===== src/hdl/gcdl_pkg.sv =====
// Package with widths shared by the list GCD block.
`timescale 1ns / 1ps
package gcdl_pkg;

  localparam int unsigned ValueWidth = 32;
  localparam int unsigned PortWidth  = 32;
  localparam int unsigned WorkWidth  = (ValueWidth < PortWidth) ? ValueWidth : PortWidth;
  localparam int unsigned ShiftWidth = $clog2(WorkWidth + 1);

  typedef logic [WorkWidth-1:0]  work_t;
  typedef logic [ShiftWidth-1:0] shift_t;

endpackage


===== src/hdl/gcd_of_number_list_top.sv =====
// Top level of the running GCD over lists of numbers.
// Operation: a first word is loaded straight into the running GCD; any other
// word starts the core on it and the running GCD, which takes one binary GCD
// step per cycle, all in the shared subtract and shift unit.
// Throughput: one word at a time, taken when idle with the output slot free.
// Reset clears the running GCD to zero and drops any pending result word.
`timescale 1ns / 1ps
module gcd_of_number_list_top
  import gcdl_pkg::*;
(
  input  logic                 clk_i,
  input  logic                 rst_ni,
  input  logic                 in_valid_i,
  output logic                 in_ready_o,
  input  logic [PortWidth-1:0] value_i,
  input  logic                 first_i,
  input  logic                 last_i,
  output logic                 out_valid_o,
  input  logic                 out_ready_i,
  output logic [PortWidth-1:0] gcd_o
);

  typedef enum logic [1:0] {
    S_IDLE,
    S_RUN,
    S_HOLD
  } state_e;

  state_e state_q;
  work_t  running_q;
  work_t  out_gcd_q;
  logic   out_valid_q;
  logic   last_q;

  work_t  value_w;
  work_t  core_res;
  logic   core_done;
  logic   core_start;
  logic   out_free;
  logic   in_accept;

  assign value_w    = value_i[WorkWidth-1:0];
  assign out_free   = !out_valid_q || out_ready_i;
  assign in_ready_o = (state_q == S_IDLE) && out_free;
  assign in_accept  = in_valid_i && in_ready_o;
  assign core_start = in_accept && !first_i;

  gcdl_core u_core (
    .clk_i   (clk_i),
    .rst_ni  (rst_ni),
    .start_i (core_start),
    .a_i     (value_w),
    .b_i     (running_q),
    .done_o  (core_done),
    .result_o(core_res)
  );

  always_ff @(posedge clk_i or negedge rst_ni) begin
    if (!rst_ni) begin
      state_q     <= S_IDLE;
      running_q   <= '0;
      out_gcd_q   <= '0;
      out_valid_q <= 1'b0;
      last_q      <= 1'b0;
    end else begin
      if (out_valid_q && out_ready_i) begin
        out_valid_q <= 1'b0;
      end
      unique case (state_q)
        S_IDLE: begin
          if (in_accept) begin
            if (first_i) begin
              running_q <= value_w;
              if (last_i) begin
                out_valid_q <= 1'b1;
                out_gcd_q   <= value_w;
              end
            end else begin
              last_q  <= last_i;
              state_q <= S_RUN;
            end
          end
        end
        S_RUN: begin
          if (core_done) begin
            running_q <= core_res;
            if (!last_q) begin
              state_q <= S_IDLE;
            end else if (out_free) begin
              out_valid_q <= 1'b1;
              out_gcd_q   <= core_res;
              state_q     <= S_IDLE;
            end else begin
              state_q <= S_HOLD;
            end
          end
        end
        S_HOLD: begin
          if (out_free) begin
            out_valid_q <= 1'b1;
            out_gcd_q   <= running_q;
            state_q     <= S_IDLE;
          end
        end
        default: state_q <= S_IDLE;
      endcase
    end
  end

  always_comb begin
    gcd_o                = '0;
    gcd_o[WorkWidth-1:0] = out_gcd_q;
  end

  assign out_valid_o = out_valid_q;

endmodule


===== src/hdl/gcdl_core.sv =====
// Iterative binary GCD unit built around one shared subtract and shift step.
`timescale 1ns / 1ps
module gcdl_core
  import gcdl_pkg::*;
(
  input  logic  clk_i,
  input  logic  rst_ni,
  input  logic  start_i,
  input  work_t a_i,
  input  work_t b_i,
  output logic  done_o,
  output work_t result_o
);

  typedef enum logic {
    S_IDLE,
    S_STEP
  } state_e;

  state_e state_q;
  work_t  a_q, b_q, res_q;
  shift_t k_q;
  logic   done_q;

  logic   a_ge_b;
  work_t  sub_x, sub_y, diff;

  always_comb begin
    a_ge_b = (a_q >= b_q);
    sub_x  = a_ge_b ? a_q : b_q;
    sub_y  = a_ge_b ? b_q : a_q;
    diff   = sub_x - sub_y;
  end

  always_ff @(posedge clk_i or negedge rst_ni) begin
    if (!rst_ni) begin
      state_q <= S_IDLE;
      done_q  <= 1'b0;
    end else begin
      done_q <= 1'b0;
      unique case (state_q)
        S_IDLE: begin
          if (start_i) begin
            state_q <= S_STEP;
          end
        end
        S_STEP: begin
          if (a_q == '0 || b_q == '0) begin
            done_q  <= 1'b1;
            state_q <= S_IDLE;
          end
        end
        default: state_q <= S_IDLE;
      endcase
    end
  end

  always_ff @(posedge clk_i) begin
    if (state_q == S_IDLE) begin
      if (start_i) begin
        a_q <= a_i;
        b_q <= b_i;
        k_q <= '0;
      end
    end else begin
      priority if (a_q == '0) begin
        res_q <= b_q << k_q;
      end else if (b_q == '0) begin
        res_q <= a_q << k_q;
      end else if (!a_q[0] && !b_q[0]) begin
        a_q <= a_q >> 1;
        b_q <= b_q >> 1;
        k_q <= k_q + shift_t'(1);
      end else if (!a_q[0]) begin
        a_q <= a_q >> 1;
      end else if (!b_q[0]) begin
        b_q <= b_q >> 1;
      end else if (a_ge_b) begin
        a_q <= diff;
      end else begin
        b_q <= diff;
      end
    end
  end

  assign done_o   = done_q;
  assign result_o = res_q;

endmodule

===== config.mk =====
export PLATFORM = sky130hd
export DESIGN_NAME = gcd_of_number_list_top
export DESIGN_NICKNAME = d
export VERILOG_FILES = /design/src/hdl/gcdl_pkg.sv /design/src/hdl/gcd_of_number_list_top.sv /design/src/hdl/gcdl_core.sv
export SDC_FILE = /design/constraint.sdc
export NUM_CORES = 1
export LEC_CHECK = 0
export ABC_AREA = 1
export BUFFER_PORTS_ARGS = -buffer_cell sky130_fd_sc_hd__buf_2
export CAP_MARGIN = 0
export CORE_MARGIN = 4
export CORE_UTILIZATION = 45
export CTS_CLUSTER_SIZE = 10
export DETAILED_ROUTE_END_ITERATION = 10
export PLACE_DENSITY = 0.73
export SYNTH_ARGS = -nofsm -noshare
export SYNTH_HDL_FRONTEND = slang
export SYNTH_HIERARCHICAL = 1
export SYNTH_SLANG_ARGS = --single-unit

===== constraint.sdc =====
create_clock -name clk_i -period 8.34 [get_ports clk_i]
set_input_delay 0.834 -clock clk_i [delete_from_list [all_inputs] [get_ports clk_i]]
set_output_delay 0.834 -clock clk_i [all_outputs]
set_load 0.005 [all_outputs]

# --- Word-level counts from Yosys, hierarchy flattened ---
# Index checks and enable logic that the tools add are counted.
totals:
  ff_bits: 172
  out_inout_bits: 34
classes:
  n_bitwise: 2
  magnitude_cmp: 1
  shifts: 2
  n_mux: 57
  n_addsub: 2
  n_reduce_logical: 28
  n_eq_ne: 17
op_table:
  columns: ["operator", "n"]
  rows:
  - ["32-bit two-way mux", 30]
  - ["32-bit case mux with 3 select lines", 1]
  - ["32-bit logical NOT", 2]
  - ["32-bit case mux with 2 select lines", 1]
  - ["32-bit by 6-bit << shifter with 32-bit output", 2]
  - ["32-bit greater-or-equal comparator", 1]
  - ["32-bit subtractor", 1]
  - ["6-bit two-way mux", 5]
  - ["2-bit inequality test, second input constant", 10]
  - ["4-bit AND reduction", 4]
  - ["2-bit two-way mux", 6]
  - ["4-bit inequality test, second input constant", 3]
  - ["1-bit two-way mux", 11]
  - ["5-bit AND reduction", 2]
  - ["8-bit AND reduction", 1]
  - ["6-bit by 1-bit adder with 6-bit output, second input constant", 1]
  - ["2-bit case mux with 3 select lines", 1]
  - ["3-bit AND reduction", 2]
  - ["2-bit nonzero test", 3]
  - ["1-bit logical AND", 5]
  - ["1-bit logical NOT", 4]
  - ["3-bit inequality test, second input constant", 1]
  - ["1-bit case mux with 3 select lines", 1]
  - ["3-bit nonzero test", 1]
  - ["other kinds (8)", 10]

# --- Depth between registers and ports, before layout ---
logic_depth:
  ltp_word: 10
  ltp_mapped: 27
  mapped_depth_nobuf: 27

# --- Modules after synthesis ---
# Netlist, hierarchy kept.
modules_own_cells:
  columns: ["mod", "cells_each", "seq_area_each_um2", "area_each_um2", "instances"]
  rows:
  - ["gcdl_core", 1561, 3113.0, 9924.5, 1]
  - ["gcd_of_number_list_top", 543, 1701.6, 3797.4, 1]

# --- Worst setup path before layout ---
# Ideal clock, no wire load.
synth_path:
  path_kind: "register -> register"
  start: "register u_core.a_q[19]"
  end: "register u_core.b_q[10] (enable)"
  period_less_slack_ns: 4.838
  stages_incl_launch_ff: 12
  setup_ns: 0.476
  setup_slack_ns: 3.502
  arrival_time_ns: 4.361
  t_required_ns: 7.864
  path_cell_list: "edfxtp_1 ha_1 nand2_2 inv_2 nand2_1 nand2_1 nand2_1 nand3_1 a21oi_4 nand2_8 buf_4 a311oi_1"
synth_via:
  elab_chain_cells: 3
synth_lines:
  columns: ["item", "line_no", "rtl"]
  rows:
  - ["start, declared", "gcdl_core.sv:21", "work_t a_q, b_q, res_q;"]
  - ["start signal, assigned", "gcdl_core.sv:61", "a_q <= a_i;"]
  - ["start signal, assigned", "gcdl_core.sv:71", "a_q <= a_q >> 1;"]
  - ["start signal, assigned", "gcdl_core.sv:75", "a_q <= a_q >> 1;"]
  - ["32-bit greater-or-equal comparator / 32-bit logical NOT (equally long branches)", "gcdl_core.sv:29, gcdl_core.sv:66", null]
  - ["4-bit inequality test (no line) / 2-bit inequality test (equally long branches)", null, null]
  - ["5-bit AND reduction (no line) *", null, null]
  - ["end signal, assigned", "gcdl_core.sv:62", "b_q <= b_i;"]
  - ["end signal, assigned", "gcdl_core.sv:72", "b_q <= b_q >> 1;"]
  - ["end signal, assigned", "gcdl_core.sv:77", "b_q <= b_q >> 1;"]
  - ["end, declared", "gcdl_core.sv:21", null]
# Mark *: on every way between the ends. The rest lies on a longest branch, timed or not.
# A chain may end at the register's enable or synchronous reset.

# --- Worst setup path in the final report ---
layout_path:
  start: "register u_core.b_q[7]"
  end: "register u_core.b_q[28], data pin"
layout_via:
  elab_chain_cells: 10
layout_lines:
  columns: ["item", "line_no", "rtl"]
  rows:
  - ["32-bit greater-or-equal comparator", "gcdl_core.sv:29", "a_ge_b = (a_q >= b_q);"]
  - ["32-bit two-way mux, on equally long branches", "gcdl_core.sv:30, gcdl_core.sv:31", null]
  - ["32-bit subtractor *", "gcdl_core.sv:32", "diff = sub_x - sub_y;"]
  - ["32-bit two-way mux *", "gcdl_core.sv:78", "end else if (a_ge_b) begin"]
  - ["32-bit two-way mux *", "gcdl_core.sv:76", "end else if (!b_q[0]) begin"]
  - ["32-bit two-way mux *", "gcdl_core.sv:74", "end else if (!a_q[0]) begin"]
  - ["32-bit two-way mux *", "gcdl_core.sv:70", "end else if (!a_q[0] && !b_q[0]) begin"]
  - ["32-bit two-way mux *", "gcdl_core.sv:68", "end else if (b_q == '0) begin"]
  - ["32-bit two-way mux *", "gcdl_core.sv:66", "priority if (a_q == '0) begin"]
  - ["32-bit two-way mux *", "gcdl_core.sv:59", "if (state_q == S_IDLE) begin"]
# Mark *: on every way between the ends. The rest lies on a longest branch, timed or not. The select of a mux whose other input is x is not followed.

==> impl_results.md <==
- Syn Nets: about 2,200
- Max Slew Vio Count: 0
- Core box area: between 20,000 and 30,000 µm²
- Total Routed Length: 47,200 µm
- Setup crit end kind: flip-flop
- IO Count: between 70 and 80
- Post-route ant nets: 0
- H-Tree Level Count: 4
- Num CTS Buffers: 17
- RSZ-0062 raised after global routing: no
- Via count: 14,400
- DR pass1 iterations: 6
- Hold_buf cts: 0
- Grt ovf: 0
- IO Port Bufs: 71
- CTS tree: done
- CP max stage delay: 460 ps
- Hold Crit Class: reg -> reg
- Die W: 183 µm
- Most frequent cells in the layout: 762 x nand2_1, 214 x nor2_1, 176 x nand3_1, 166 x inv_1, 165 x a21oi_1
- First-pass GRT wire length: 74,100 µm
- Antenna Cells: 0
- Yosys reg bits: about 170
- Layout cells sized above 1: roughly 9%
- Number of global-route vias before repair: roughly 14,000
- Num rows: 63
- DR WL/cell: 18.8 µm
- Synth warnings: 6
- Height of the die: ~180 µm
- Via density: ~5.7
- Global-route usage over all layers: between 20% and 30%
- TNS Setup: 0 ps
- Number of library cell types mapped by synthesis: 47
- Area delta synth->final: 7.85%
- Worst Setup Start Kind: flip-flop
- Die area: between 30,000 and 40,000 µm²
- Residual DRC count: 0
- Rel. slew slack: roughly a fifth
- Final HPWL DP: approximately 35,000 µm
- Crit Path Max Fanout: 36
- CTS resizes: 0
- Worst skew pair latency: 450 ps
- Clock Sinks: between 150 and 200
- Nets@finish: 2,188
- Crit Path Category: reg -> reg
- Clock Tree Root: clkbuf_16
- Largest net degree at the start of global routing: 73
- Post-CTS setup buffers: 0
- Final setup violation count: 0
- Initial Utilization: 45.9%
- Most common cell after layout, fill and taps aside: nand2_1
- RePlAce Congestion: 1.03
- Drt first-iter violations: between 1,500 and 2,000
- Final hold vios: 0
- Top cell by count, worst path: nand2_1
- Cells after Synth: roughly 2,100
- Worst EP arrival: between 4000 and 5000 ps
- CP Data Required Time: roughly 8500 ps
- Sequential share of the synthesized area: about a third
- Utilization after layout: about half
- Avg Cell Area, Syn: roughly 6.5 µm²
- # fillers: between 3,000 and 4,000
- Worst Max-Slew Pin Slew: 1200 ps
- Clock-pin slew on the worst setup and hold paths: 70 ps
- Maxcap violations: 0
- Outcome: completed
- Fmax: about 240 MHz
- Clock Skew: around 17 ps
- Fin crit period: 4130 ps
- CTS Buffer Depth: 2
- Top delay family on crit path: simple AND/OR/NAND/NOR gates
- Final Cycle Share: between 40% and 50%
- CP max-delay cell: edfxtp_1
- WP buf/inv: 3
- Initial antenna violation count: 0
- Synthesized area: around 14,000 µm²
==> through the flow <==
step / instance area (µm²) / hold slack [ps] / std cells / setup slack (ps)
floorplan: 13700 / 464 / 2104 / 3500
global placement: 14300 / 454 / 2480 / 4440
detailed placement: 14300 / 454 / 2480 / 4350
CTS: 14800 / 470 / 2512 / 4310
global route: 14800 / 485 / 2512 / 3910
finish: 14800 / 473 / 2512 / 4210
==> metal layers <==
metal | up-vias | GRT usage [%] | wire [µm]
met1 | 6707 | 39.1 | 20200
met5 | - | 0 | 0
met2 | 734 | 43.1 | 21100
met3 | 109 | 4.05 | 3900
met4 | 0 | 11.5 | 2000
li1 | 6873 | - | -
==> cells in the mapped netlist (all sizes together) <==
library cell    n  area (µm²)
mux2i           9        90.1
or2             2        12.5
edfxtp        102        3060
nor4           17         106
ha             41         513
a31oi          33         206
inv           197         739
xnor2           1        8.76
o21ai          98         498
xor2           14         123
nand2         771        2940
nor3           19        95.1
buf            47         282
a21oi         172         895
o21bai          3        22.5
and2            1        6.26
o21a            1        7.51
a311oi          1        8.76
o22ai           5        31.3
o211ai          5        37.5
a221oi          1        8.76
nor2          224         891
clkbuf         55         206
o31ai           3        22.5
clkinv          2        7.51
dfrtp          70        1750
nand4           9        56.3
o221ai          1        8.76
nand3b         21         183
nand3         177         891
a22oi           2        15.0
==> flip-flops by register name, summed over array words and instances (netlist names) <==
name,flops
u_core/k_q,6
u_core/done_o,1
u_core/b_q,32
u_core/a_q,32
u_core/state_q,1
running_q,32
gcd_o,32
last_q,1
state_q,2
out_valid_o,1
u_core/result_o,32
==> tightest hold or removal path, delay by kind of cell, from the launching register on <==
| kind | cells | cell delay [ps] |
|---|---|---|
| DFF | 1 | 340 |
| and+or+nand+nor | 2 | 110 |
==> logic make-up after synthesis <==
family          after synthesis  synth area share (%)
simple gates               1241                  37.7
compound gates              325                  12.8
buf+inv                     301                  9.00
flops                       172                  35.1
fa+ha+maj                    41                  3.74
xor+xnor                     15                 0.957
mux                           9                 0.657
==> final timing paths <==
path                            cells after the start                       end  slack [ps]               startpoint
min in group asynchronous                           2     gcd_o[26]$_DFFE_PN0P_         590                   rst_ni
max in group asynchronous                           2  u_core/state_q$_DFF_PN0_        7050                   rst_ni
worst max-delay path                               25  u_core/b_q[28]$_DFFE_PP_        4210  u_core/b_q[7]$_DFFE_PP_
worst max register to register                     25  u_core/b_q[28]$_DFFE_PP_        4210  u_core/b_q[7]$_DFFE_PP_
worst min-delay path                                2     gcd_o[12]$_DFFE_PN0P_         470    gcd_o[12]$_DFFE_PN0P_
worst min register to register                      2     gcd_o[12]$_DFFE_PN0P_         470    gcd_o[12]$_DFFE_PN0P_
==> cell type report <==
cell class / instances / area, µm² / share of cell area (%)
clock buffer: 18 / 439 / 2.97
tap: 390 / 488 / 3.30
clock inverter: 14 / 104 / 0.702
multi-input combinational: 1631 / 7720 / 52.2
timing repair buffer: 88 / 483 / 3.26
sequential: 172 / 4820 / 32.5
inverter: 199 / 747 / 5.05
Power is not shown: default switching activity piles up to over one toggle a cycle in this logic, so the estimate is an artifact.
